`src/rtl/core/twc_pkg.sv`:
```
// Shared types, register indexes and microcode table of the translational washout channel.
`default_nettype none

package twc_pkg;

   localparam int POS_WIDTH   = 32;
   localparam int FRAC_SHIFT  = 28;
   localparam int ACC_ALIGN   = 8;
   localparam int CSR_INDEX_W = 3;
   localparam int STEP_W      = 4;

   localparam int LIMIT_RESET     = 642253;
   localparam int POS_HIST_RESET  = 357937206;
   localparam int POS_NORM_RESET  = 90387587;
   localparam int POS_ACC_RESET   = 36156;

   // register indexes
   localparam logic [CSR_INDEX_W-1:0] REG_HP_GAIN   = 3'd0;
   localparam logic [CSR_INDEX_W-1:0] REG_HP_FB_ONE = 3'd1;
   localparam logic [CSR_INDEX_W-1:0] REG_HP_FB_TWO = 3'd2;
   localparam logic [CSR_INDEX_W-1:0] REG_HP_ENABLE = 3'd3;
   localparam logic [CSR_INDEX_W-1:0] REG_LIMIT     = 3'd4;
   localparam logic [CSR_INDEX_W-1:0] REG_POS_HIST  = 3'd5;
   localparam logic [CSR_INDEX_W-1:0] REG_POS_NORM  = 3'd6;
   localparam logic [CSR_INDEX_W-1:0] REG_POS_ACC   = 3'd7;

   // multiplier operand pairs
   localparam logic [2:0] MUL_HP_GAIN  = 3'd0;
   localparam logic [2:0] MUL_HP_FB1   = 3'd1;
   localparam logic [2:0] MUL_HP_FB2   = 3'd2;
   localparam logic [2:0] MUL_POS_HIST = 3'd3;
   localparam logic [2:0] MUL_POS_NORM = 3'd4;
   localparam logic [2:0] MUL_POS_ACC  = 3'd5;

   // accumulator operations on the registered product
   localparam logic [1:0] ACC_NONE   = 2'd0;
   localparam logic [1:0] ACC_LOAD   = 2'd1;
   localparam logic [1:0] ACC_SUB    = 2'd2;
   localparam logic [1:0] ACC_ADD_SH = 2'd3;

   // datapath actions
   localparam logic [2:0] ACT_NONE   = 3'd0;
   localparam logic [2:0] ACT_LP     = 3'd1;
   localparam logic [2:0] ACT_HP     = 3'd2;
   localparam logic [2:0] ACT_CLAMP  = 3'd3;
   localparam logic [2:0] ACT_FINISH = 3'd4;

   // program addresses
   localparam logic [STEP_W-1:0] UC_LP_GAIN  = 4'd0;
   localparam logic [STEP_W-1:0] UC_LP_FB1   = 4'd1;
   localparam logic [STEP_W-1:0] UC_LP_FB2   = 4'd2;
   localparam logic [STEP_W-1:0] UC_LP_SUM   = 4'd3;
   localparam logic [STEP_W-1:0] UC_LP_ROUND = 4'd4;
   localparam logic [STEP_W-1:0] UC_HP_SUB   = 4'd5;
   localparam logic [STEP_W-1:0] UC_CLAMP    = 4'd6;
   localparam logic [STEP_W-1:0] UC_POS_NORM = 4'd7;
   localparam logic [STEP_W-1:0] UC_POS_ACC  = 4'd8;
   localparam logic [STEP_W-1:0] UC_POS_SUM  = 4'd9;
   localparam logic [STEP_W-1:0] UC_FINISH   = 4'd10;

   typedef struct packed {
      logic [2:0]        mul_sel;
      logic [1:0]        acc_op;
      logic [2:0]        act;
      logic              jmp_hp_off;
      logic [STEP_W-1:0] jmp_to;
   } ucode_type;

   function automatic ucode_type ucode_rom(input logic [STEP_W-1:0] step);
      ucode_type w;
      w = '{mul_sel: MUL_HP_GAIN, acc_op: ACC_NONE, act: ACT_NONE,
            jmp_hp_off: 1'b0, jmp_to: UC_LP_GAIN};
      unique case (step)
         UC_LP_GAIN: begin
            w.mul_sel    = MUL_HP_GAIN;
            w.jmp_hp_off = 1'b1;
            w.jmp_to     = UC_HP_SUB;
         end
         UC_LP_FB1: begin
            w.mul_sel = MUL_HP_FB1;
            w.acc_op  = ACC_LOAD;
         end
         UC_LP_FB2: begin
            w.mul_sel = MUL_HP_FB2;
            w.acc_op  = ACC_SUB;
         end
         UC_LP_SUM:   w.acc_op = ACC_SUB;
         UC_LP_ROUND: w.act    = ACT_LP;
         UC_HP_SUB:   w.act    = ACT_HP;
         UC_CLAMP: begin
            w.act     = ACT_CLAMP;
            w.mul_sel = MUL_POS_HIST;
         end
         UC_POS_NORM: begin
            w.mul_sel = MUL_POS_NORM;
            w.acc_op  = ACC_LOAD;
         end
         UC_POS_ACC: begin
            w.mul_sel = MUL_POS_ACC;
            w.acc_op  = ACC_SUB;
         end
         UC_POS_SUM: w.acc_op = ACC_ADD_SH;
         UC_FINISH:  w.act    = ACT_FINISH;
         default:    w.act    = ACT_FINISH;
      endcase
      return w;
   endfunction

endpackage

`default_nettype wire

```
`src/rtl/core/twc_req_if.sv`:
```
// Sample input channel.
`default_nettype none

interface twc_req_if #(parameter int SAMPLE_WIDTH = 24);
   logic                           valid;
   logic                           ready;
   logic signed [SAMPLE_WIDTH-1:0] accel_sample;

   modport source (output valid, output accel_sample, input ready);
   modport sink   (input valid, input accel_sample, output ready);
endinterface

`default_nettype wire

```
`src/rtl/core/twc_rsp_if.sv`:
```
// Result output channel.
`default_nettype none

interface twc_rsp_if;
   logic                                  valid;
   logic                                  ready;
   logic signed [twc_pkg::POS_WIDTH-1:0]  displacement;
   logic                                  was_clamped;

   modport source (output valid, output displacement, output was_clamped, input ready);
   modport sink   (input valid, input displacement, input was_clamped, output ready);
endinterface

`default_nettype wire

```
`src/rtl/core/twc_csr_if.sv`:
```
// Register write channel.
`default_nettype none

interface twc_csr_if #(parameter int DATA_WIDTH = 32);
   logic                               valid;
   logic                               ready;
   logic [twc_pkg::CSR_INDEX_W-1:0]    index;
   logic [DATA_WIDTH-1:0]              data;

   modport source (output valid, output index, output data, input ready);
   modport sink   (input valid, input index, input data, output ready);
endinterface

`default_nettype wire

```
`src/rtl/core/translational_washout_channel_unit.sv`:
```
// Translational washout channel: microcoded high-pass, clamp and position filter.
//
// One acceleration item in, one displacement item out. A short program in a
// constant table steps a single shared coefficient multiplier and a wide
// accumulator, one step per cycle, except that the finishing step waits for
// the result register to empty. With the high-pass off the program jumps
// past its low-pass steps. The next item is accepted once the result is
// registered. The multiplier is used on six of the program's steps. A finished
// result sits in an output register, so the next item is taken while it waits.
// Registers are to be written only while no item is in flight; the block
// itself does not enforce it.
`default_nettype none

module translational_washout_channel_unit #(
   parameter int SAMPLE_WIDTH = 24,
   parameter int COEF_WIDTH   = 32
) (
   input  wire logic clock,
   input  wire logic reset,
   twc_req_if.sink   req_if,
   twc_rsp_if.source rsp_if,
   twc_csr_if.sink   csr_if
);
   import twc_pkg::*;

   localparam int LIMIT_W = SAMPLE_WIDTH - 1;
   localparam int SUM_W   = SAMPLE_WIDTH + 2;
   localparam int D_W     = SAMPLE_WIDTH + 1;
   localparam int MB_W    = (SUM_W > POS_WIDTH) ? SUM_W : POS_WIDTH;
   localparam int WIDE    = (MB_W > SAMPLE_WIDTH + ACC_ALIGN) ? MB_W
                                                              : SAMPLE_WIDTH + ACC_ALIGN;
   localparam int PROD_W  = COEF_WIDTH + MB_W;
   localparam int ACC_W   = COEF_WIDTH + WIDE + 2;

   localparam logic signed [ACC_W-1:0] S_MAX =
      {{(ACC_W-SAMPLE_WIDTH+1){1'b0}}, {(SAMPLE_WIDTH-1){1'b1}}};
   localparam logic signed [ACC_W-1:0] S_MIN = ~S_MAX;
   localparam logic signed [ACC_W-1:0] P_MAX =
      {{(ACC_W-POS_WIDTH+1){1'b0}}, {(POS_WIDTH-1){1'b1}}};
   localparam logic signed [ACC_W-1:0] P_MIN = ~P_MAX;
   localparam logic signed [ACC_W-1:0] HALF  = {{(ACC_W-FRAC_SHIFT-1){1'b0}}, 1'b1,
                                                {(FRAC_SHIFT-1){1'b0}}};
   localparam logic signed [D_W-1:0] H_MAX = {2'b00, {(SAMPLE_WIDTH-1){1'b1}}};
   localparam logic signed [D_W-1:0] H_MIN = ~H_MAX;

   // configuration
   logic signed [COEF_WIDTH-1:0] hp_gain_ff, hp_fb_one_ff, hp_fb_two_ff;
   logic signed [COEF_WIDTH-1:0] pos_hist_ff, pos_norm_ff, pos_acc_ff;
   logic                         hp_enable_ff;
   logic [LIMIT_W-1:0]           limit_ff;

   // filter state
   logic signed [SAMPLE_WIDTH-1:0] in_prev_one_ff, in_prev_two_ff;
   logic signed [SAMPLE_WIDTH-1:0] lp_prev_one_ff, lp_prev_two_ff;
   logic signed [POS_WIDTH-1:0]    pos_prev_one_ff, pos_prev_two_ff;

   // sequencer and datapath
   logic                           busy_ff;
   logic [STEP_W-1:0]              step_ff, step_in;
   logic signed [SAMPLE_WIDTH-1:0] x_ff, lp_ff, a_pre_ff, a_ff;
   logic                           clamp_ff;
   logic signed [PROD_W-1:0]       prod_ff, prod_in;
   logic signed [ACC_W-1:0]        acc_ff, acc_in;
   logic                           rsp_valid_ff;
   logic signed [POS_WIDTH-1:0]    disp_ff;
   logic                           rsp_clamp_ff;

   ucode_type                      uc;
   logic signed [SUM_W-1:0]        tap_sum;
   logic signed [COEF_WIDTH-1:0]   coef_mux;
   logic signed [MB_W-1:0]         opb_mux;
   logic signed [ACC_W-1:0]        prod_ext, rnd;
   logic signed [SAMPLE_WIDTH-1:0] lp_sat, hp_sat, a_clamp;
   logic signed [D_W-1:0]          hp_diff, ap, lim_s, lim_n;
   logic signed [POS_WIDTH-1:0]    pos_sat;
   logic                           a_flag, out_free, fin, adv, req_acc;

   assign uc       = ucode_rom(step_ff);
   assign out_free = !rsp_valid_ff || rsp_if.ready;
   assign fin      = busy_ff && (uc.act == ACT_FINISH);
   assign adv      = busy_ff && (!fin || out_free);
   assign req_acc  = req_if.valid && !busy_ff;

   assign req_if.ready        = !busy_ff;
   assign csr_if.ready        = 1'b1;
   assign rsp_if.valid        = rsp_valid_ff;
   assign rsp_if.displacement = disp_ff;
   assign rsp_if.was_clamped  = rsp_clamp_ff;

   assign tap_sum = SUM_W'(x_ff) + (SUM_W'(in_prev_one_ff) <<< 1) + SUM_W'(in_prev_two_ff);

   always_comb begin
      case (uc.mul_sel)
         MUL_HP_GAIN:  begin coef_mux = hp_gain_ff;   opb_mux = MB_W'(tap_sum);         end
         MUL_HP_FB1:   begin coef_mux = hp_fb_one_ff; opb_mux = MB_W'(lp_prev_one_ff);  end
         MUL_HP_FB2:   begin coef_mux = hp_fb_two_ff; opb_mux = MB_W'(lp_prev_two_ff);  end
         MUL_POS_HIST: begin coef_mux = pos_hist_ff;  opb_mux = MB_W'(pos_prev_one_ff); end
         MUL_POS_NORM: begin coef_mux = pos_norm_ff;  opb_mux = MB_W'(pos_prev_two_ff); end
         MUL_POS_ACC:  begin coef_mux = pos_acc_ff;   opb_mux = MB_W'(a_ff);            end
         default:      begin coef_mux = pos_acc_ff;   opb_mux = MB_W'(a_ff);            end
      endcase
   end

   assign prod_in  = coef_mux * opb_mux;
   assign prod_ext = ACC_W'(prod_ff);

   always_comb begin
      case (uc.acc_op)
         ACC_LOAD:   acc_in = prod_ext;
         ACC_SUB:    acc_in = acc_ff - prod_ext;
         ACC_ADD_SH: acc_in = acc_ff + (prod_ext <<< ACC_ALIGN);
         default:    acc_in = acc_ff;
      endcase
   end

   // round to nearest, ties up, then saturate
   assign rnd = (acc_ff + HALF) >>> FRAC_SHIFT;

   always_comb begin
      if (rnd > S_MAX) begin
         lp_sat = S_MAX[SAMPLE_WIDTH-1:0];
      end else if (rnd < S_MIN) begin
         lp_sat = S_MIN[SAMPLE_WIDTH-1:0];
      end else begin
         lp_sat = rnd[SAMPLE_WIDTH-1:0];
      end
      if (rnd > P_MAX) begin
         pos_sat = P_MAX[POS_WIDTH-1:0];
      end else if (rnd < P_MIN) begin
         pos_sat = P_MIN[POS_WIDTH-1:0];
      end else begin
         pos_sat = rnd[POS_WIDTH-1:0];
      end
   end

   assign hp_diff = D_W'(x_ff) - D_W'(lp_ff);

   always_comb begin
      if (hp_diff > H_MAX) begin
         hp_sat = H_MAX[SAMPLE_WIDTH-1:0];
      end else if (hp_diff < H_MIN) begin
         hp_sat = H_MIN[SAMPLE_WIDTH-1:0];
      end else begin
         hp_sat = hp_diff[SAMPLE_WIDTH-1:0];
      end
   end

   assign ap    = D_W'(a_pre_ff);
   assign lim_s = {2'b00, limit_ff};
   assign lim_n = -lim_s;

   always_comb begin
      a_flag  = 1'b1;
      a_clamp = a_pre_ff;
      if (ap > lim_s) begin
         a_clamp = lim_s[SAMPLE_WIDTH-1:0];
      end else if (ap < lim_n) begin
         a_clamp = lim_n[SAMPLE_WIDTH-1:0];
      end else begin
         a_flag = 1'b0;
      end
   end

   always_comb begin
      if (uc.jmp_hp_off && !hp_enable_ff) begin
         step_in = uc.jmp_to;
      end else begin
         step_in = step_ff + STEP_W'(1);
      end
   end

   // configuration writes
   always_ff @(posedge clock) begin
      if (reset) begin
         hp_gain_ff   <= '0;
         hp_fb_one_ff <= '0;
         hp_fb_two_ff <= '0;
         hp_enable_ff <= 1'b1;
         limit_ff     <= LIMIT_W'(LIMIT_RESET);
         pos_hist_ff  <= COEF_WIDTH'(POS_HIST_RESET);
         pos_norm_ff  <= COEF_WIDTH'(POS_NORM_RESET);
         pos_acc_ff   <= COEF_WIDTH'(POS_ACC_RESET);
      end else if (csr_if.valid) begin
         unique case (csr_if.index)
            REG_HP_GAIN:   hp_gain_ff   <= csr_if.data[COEF_WIDTH-1:0];
            REG_HP_FB_ONE: hp_fb_one_ff <= csr_if.data[COEF_WIDTH-1:0];
            REG_HP_FB_TWO: hp_fb_two_ff <= csr_if.data[COEF_WIDTH-1:0];
            REG_HP_ENABLE: hp_enable_ff <= csr_if.data[0];
            REG_LIMIT:     limit_ff     <= csr_if.data[LIMIT_W-1:0];
            REG_POS_HIST:  pos_hist_ff  <= csr_if.data[COEF_WIDTH-1:0];
            REG_POS_NORM:  pos_norm_ff  <= csr_if.data[COEF_WIDTH-1:0];
            REG_POS_ACC:   pos_acc_ff   <= csr_if.data[COEF_WIDTH-1:0];
            default: ;
         endcase
      end
   end

   // sequencer, filter state and result register
   always_ff @(posedge clock) begin
      if (reset) begin
         busy_ff         <= 1'b0;
         step_ff         <= UC_LP_GAIN;
         rsp_valid_ff    <= 1'b0;
         in_prev_one_ff  <= '0;
         in_prev_two_ff  <= '0;
         lp_prev_one_ff  <= '0;
         lp_prev_two_ff  <= '0;
         pos_prev_one_ff <= '0;
         pos_prev_two_ff <= '0;
      end else begin
         if (req_acc) begin
            busy_ff <= 1'b1;
            step_ff <= UC_LP_GAIN;
         end else if (adv) begin
            step_ff <= step_in;
            if (fin) begin
               busy_ff <= 1'b0;
            end
         end
         if (fin && out_free) begin
            rsp_valid_ff    <= 1'b1;
            pos_prev_two_ff <= pos_prev_one_ff;
            pos_prev_one_ff <= pos_sat;
         end else if (rsp_if.ready) begin
            rsp_valid_ff <= 1'b0;
         end
         if (busy_ff && uc.act == ACT_HP && hp_enable_ff) begin
            in_prev_two_ff <= in_prev_one_ff;
            in_prev_one_ff <= x_ff;
            lp_prev_two_ff <= lp_prev_one_ff;
            lp_prev_one_ff <= lp_ff;
         end
      end
   end

   // datapath registers
   always_ff @(posedge clock) begin
      if (req_acc) begin
         x_ff <= req_if.accel_sample;
      end
      if (adv) begin
         prod_ff <= prod_in;
         acc_ff  <= acc_in;
      end
      if (busy_ff && uc.act == ACT_LP) begin
         lp_ff <= lp_sat;
      end
      if (busy_ff && uc.act == ACT_HP) begin
         a_pre_ff <= hp_enable_ff ? hp_sat : x_ff;
      end
      if (busy_ff && uc.act == ACT_CLAMP) begin
         a_ff     <= a_clamp;
         clamp_ff <= a_flag;
      end
      if (fin && out_free) begin
         disp_ff      <= pos_sat;
         rsp_clamp_ff <= clamp_ff;
      end
   end

   a_start : assert property (@(posedge clock) disable iff (reset)
      req_acc |=> (busy_ff && step_ff == UC_LP_GAIN))
      else $error("item taken without starting the program");

   a_step_range : assert property (@(posedge clock) disable iff (reset)
      busy_ff |-> (step_ff <= UC_FINISH))
      else $error("step counter outside the program");

   a_rsp_source : assert property (@(posedge clock) disable iff (reset)
      $rose(rsp_valid_ff) |-> $past(busy_ff))
      else $error("result raised without an item in flight");

   a_hp_hold : assert property (@(posedge clock) disable iff (reset)
      (busy_ff && !hp_enable_ff) |=> ($stable(in_prev_one_ff) && $stable(lp_prev_one_ff)))
      else $error("high-pass history moved while bypassed");

endmodule

`default_nettype wire
```
`src/flat_wrapper.sv`:
```
// flat-port wrapper written by rule: the top's interface ports become plain ports
module translational_washout_channel_unit_flat import twc_pkg::*;
#(
   parameter int SAMPLE_WIDTH = 24,
   parameter int COEF_WIDTH   = 32
)
  (clock, reset, req_if_valid, req_if_accel_sample, req_if_ready, rsp_if_valid, rsp_if_displacement, rsp_if_was_clamped, rsp_if_ready, csr_if_valid, csr_if_index, csr_if_data, csr_if_ready);
  twc_req_if #(.SAMPLE_WIDTH(SAMPLE_WIDTH)) req_if_i ();
  twc_rsp_if rsp_if_i ();
  twc_csr_if csr_if_i ();
  input  wire logic clock;
  input  wire logic reset;
  input wire logic [$bits(req_if_i.valid)-1:0] req_if_valid;
  input wire logic [$bits(req_if_i.accel_sample)-1:0] req_if_accel_sample;
  output wire logic [$bits(req_if_i.ready)-1:0] req_if_ready;
  output wire logic [$bits(rsp_if_i.valid)-1:0] rsp_if_valid;
  output wire logic [$bits(rsp_if_i.displacement)-1:0] rsp_if_displacement;
  output wire logic [$bits(rsp_if_i.was_clamped)-1:0] rsp_if_was_clamped;
  input wire logic [$bits(rsp_if_i.ready)-1:0] rsp_if_ready;
  input wire logic [$bits(csr_if_i.valid)-1:0] csr_if_valid;
  input wire logic [$bits(csr_if_i.index)-1:0] csr_if_index;
  input wire logic [$bits(csr_if_i.data)-1:0] csr_if_data;
  output wire logic [$bits(csr_if_i.ready)-1:0] csr_if_ready;
  assign req_if_i.valid = req_if_valid;
  assign req_if_i.accel_sample = req_if_accel_sample;
  assign req_if_ready = req_if_i.ready;
  assign rsp_if_valid = rsp_if_i.valid;
  assign rsp_if_displacement = rsp_if_i.displacement;
  assign rsp_if_was_clamped = rsp_if_i.was_clamped;
  assign rsp_if_i.ready = rsp_if_ready;
  assign csr_if_i.valid = csr_if_valid;
  assign csr_if_i.index = csr_if_index;
  assign csr_if_i.data = csr_if_data;
  assign csr_if_ready = csr_if_i.ready;
  translational_washout_channel_unit #(.SAMPLE_WIDTH(SAMPLE_WIDTH), .COEF_WIDTH(COEF_WIDTH)) u_core (.clock(clock), .reset(reset), .req_if(req_if_i), .rsp_if(rsp_if_i), .csr_if(csr_if_i));
endmodule
```
`config.mk`:
```
export PLATFORM = sky130hd
export DESIGN_NAME = translational_washout_channel_unit_flat
export DESIGN_NICKNAME = d
export VERILOG_FILES = /design/src/rtl/core/twc_pkg.sv /design/src/rtl/core/twc_req_if.sv /design/src/rtl/core/twc_rsp_if.sv /design/src/rtl/core/twc_csr_if.sv /design/src/rtl/core/translational_washout_channel_unit.sv /design/src/flat_wrapper.sv
export SDC_FILE = /design/constraint.sdc
export NUM_CORES = 2
export LEC_CHECK = 0
export ABC_AREA = 1
export BUFFER_PORTS_ARGS = -buffer_cell sky130_fd_sc_hd__buf_2
export CAP_MARGIN = 0
export CORE_ASPECT_RATIO = 0.9
export CORE_MARGIN = 1
export CORE_UTILIZATION = 35
export CTS_CLUSTER_DIAMETER = 150
export DETAILED_ROUTE_END_ITERATION = 16
export GPL_TIMING_DRIVEN = 0
export PLACE_DENSITY = 0.46
export SETUP_SLACK_MARGIN = 0.05
export SYNTH_ARGS = -nofsm -noshare
export SYNTH_HDL_FRONTEND = slang
export SYNTH_SLANG_ARGS = --single-unit
export TNS_END_PERCENT = 5
```
`constraint.sdc`:
```
create_clock -name clock -period 19.7 [get_ports clock]
set_input_delay 3.94 -clock clock [delete_from_list [all_inputs] [get_ports clock]]
set_output_delay 3.94 -clock clock [all_outputs]
set_load 0.02 [all_outputs]
```
==> impl_metrics.toml <==
[critical_path]
slowest_delay_ns = 0.98
crit_type = "register to register"
worstPathRequired_ns = 20.16
startpoint = "u_core.x_ff[1]"
worstPathArrival_ns = 12.65
crit-reg2reg-capture = "u_core.prod_ff[49]"
timing.rr.start = "u_core.x_ff[1]"
ff2ff_path_depth = 34
slowest_stage = "fa_1"
critPathMostFrequentCell = "fa_1"
crit_path_start_kind = "register"
path_max_fanout = 11
rrSetupSlack_ns = 7.51
end_kind = "register"

[cells_and_area]
top_register = "u_core.acc_ff"
drive_above_1_share = 0.05544
fin_util = 0.3849
final_nets = 12470
area_growth_pct = 8.994
largest_reg_flops = 66
n_fill_cell = 24400
multi_input_area_mm2 = 0.05490
area.sequential_mm2 = 0.01545
reg_top3 = "u_core.acc_ff x66, u_core.prod_ff x64"

[synthesis]
synth_fp_nets = 12280
synth_top_family_by_area = "adder cells"
syn_inst = 10700
synth-edff-count = 260
yosys.area_share.simple = 0.2340
ys_ff_latch = 642
synthTopCellsByArea = "fa_1 (28%), inv_1 (10%), edfxtp_1 (9.7%), dfxtp_1 (9.5%), nand2_1 (9.3%)"
synth_common_cells = "inv_1 (2143), nand2_1 (2002), nor2_1 (1154)"
synth_top_area_frac = 0.2762
synth_area_mm2 = 0.08046
synthFlopType = "dfxtp_1"
syn_avg_cell_area_um2 = 7.523
synth-adder-area-share = 0.3401
yosysSeqAreaShare = 0.1921
synth_compound_area_frac = 0.09379
synth_warnings = 0
synth_xor_xnor_area_share = 0.01393
async_reset_ff_frac = 0
synthMuxAreaShare = 0
yosysTopAreaCell = "fa_1"
post-synth-top-count-cell = "inv_1"
yosysUniqueCellTypes = 63

[routing]
drt_iter0_markers = 8104
postRouteAntennaNets = 0
first_pass_iters = 8
num_vias = 76270
post-route-drc-count = 0
vias_per_cell = 5.455
routed_wl_mm = 410.4
avgRoutedWirePerCell_um = 29.35

[pwr]
power_frac_seq = 0.194
peakVddDrop_mv = 0.1501
power.leakage_nw = 41.42
switching_share = 0.5415
comb_power_share = 0.639
p_per_area_mw_per_mm2 = 106.2
intPower_mw = 4.272
p_switching_mw = 5.045
clkPwrFrac = 0.166

[placement]
globalplace.congestion = 1.023
io_buffers = 97
post-place-ws_ns = 7.475
dp_hpwl_mm = 348.6

[die]
die_area_mm2 = 0.2318
ios = 100
std_cell_rows = 166
fp.dieW_um = 507.4
die_h_um = 456.9
coreArea_mm2 = 0.2278
initial_utilization = 0.3531

[clock_network]
htreeDepth = 3
cts_buffers = 80
clock_latency_ns = 0.72
postCtsSetupBuffers = 0
root_buffer = "clkbuf_16"
cts_tree = "yes"
cts-resized-gates = 0
cts.path.max_buffers = 3
cts_sinks = 642
clk_pin_slew_ns = 0.06
cts_hold_buf = 0

[sta]
period_share = 0.6186
tns_ns = 0
slew_headroom = 0.1762
setup_slack_ns = 7.514
hold_viol_final = 0
report.final.setup_viol = 0
period_needed_ns = 12.19
timing.fmax_mhz = 82.06
maxSlewViolCount = 0
fin_skew_ns = 0.05231
rsz0062_at_grt = "no"
tightest_slew_ns = 1.236

[global_routing]
grt_overflow_total = 0
grt_max_degree = 45
grt_pass1_wl_mm = 575.0
track_usage = 0.3519
antenna_found_initial = 32
grt_pass1_vias = 76060

[flow_run]
max_cap_violations = 0

[worst_hold_path]
hold_class = "register to register"
hold_path_end = "u_core.lp_prev_two_ff[22]"
min_path_cells = 2
hold_start = "u_core.lp_prev_two_ff[22]"

[outcome]
outcome = "finished clean"
## final cells by class
type | count | share of cell area
diodes | 8 | 0.0002283
well taps | 3024 | 0.04314
clock buffers | 108 | 0.02565
inverters | 2186 | 0.09359
flip-flops and latches | 642 | 0.1762
repair buffers | 107 | 0.007619
multi-input cells | 7455 | 0.6260
clock inverters | 39 | 0.005450
plain buffers | 412 | 0.02207
## power by group through the flow
stage	Clock, mW	Sequential [mW]	Combinational (mW)
2_1_floorplan	0	1.67	3.44
3_3_place_gp	0	1.83	5.83
3_5_place_dp	0	1.83	5.82
4_1_cts	1.57	1.80	5.85
5_1_grt	1.63	1.80	6.47
6_report	1.55	1.81	5.96
## per-layer routing
layer | up-vias | global-route usage | part of all wire
met5 | - | 0 | 0.00010
met4 | 6 | 0.1467 | 0.049
met3 | 679 | 0.07940 | 0.093
met2 | 3613 | 0.5207 | 0.42
met1 | 38220 | 0.4909 | 0.44
li1 | 33760 | - | -
## kinds of logic (layout without fill, tap and decap cells)
| kind of cell | after synthesis | in the layout |
|---|---|---|
| and+or+nand+nor | 4456 | 4456 |
| other | 1 | 9 |
| AOI/OAI and AO/OA | 1349 | 1349 |
| buffers and inverters | 2598 | 2852 |
| DFF | 642 | 642 |
| xor gates and xnor gates | 128 | 128 |
| adders and majority gates | 1521 | 1521 |
## placed cells by master (no fill, tap or decap), drive strengths merged, types with 9 or more instances in the layout
cell / count
xor2: 84
a31oi: 11
o211ai: 54
clkinv: 37
o21a: 15
or2: 51
nor4: 12
nor3: 57
nand3: 982
buf: 329
fa: 1110
nand2: 2034
ha: 411
a22oi: 11
nor2: 1160
edfxtp: 260
inv: 2180
o21ai: 505
nand4: 141
a21oi: 587
o22ai: 67
o21bai: 37
dfxtp: 382
nand3b: 11
a21boi: 9
clkbuf: 298
a211oi: 25
xnor2: 44
## worst max-delay path by stage
stage	to	slack, ns
6_report	u_core.prod_ff[49]	7.51
3_3_place_gp	u_core.prod_ff[49]	7.46
3_5_place_dp	u_core.prod_ff[49]	7.47
2_1_floorplan	u_core.prod_ff[56]	10.50
4_1_cts	u_core.prod_ff[49]	7.48
5_1_grt	u_core.prod_ff[49]	7.00
## metrics by stage
stage | hold slack, ns | instances | area, µm² | total power [mW]
floorplan | 0.4003 | 10700 | 80460 | 5.102
finish | 0.4519 | 13980 | 87700 | 9.317
CTS | 0.4513 | 13970 | 87680 | 9.232
detailed placement | 0.4392 | 13830 | 84950 | 7.656
global placement | 0.4347 | 13820 | 84730 | 7.658
global route | 0.4691 | 13980 | 87680 | 9.901
## critical path: cells and delay by family (launching register included)
family	cells	cell delay [ns]
AO/OA/AOI/OAI	4	1.11
XOR/XNOR	1	0.43
adder cells (fa/ha/maj)	12	6.77
buffers and inverters	6	0.95
flip-flops	1	0.63
AND/OR/NAND/NOR	11	2.03
Power figures use the tool's default switching activity.
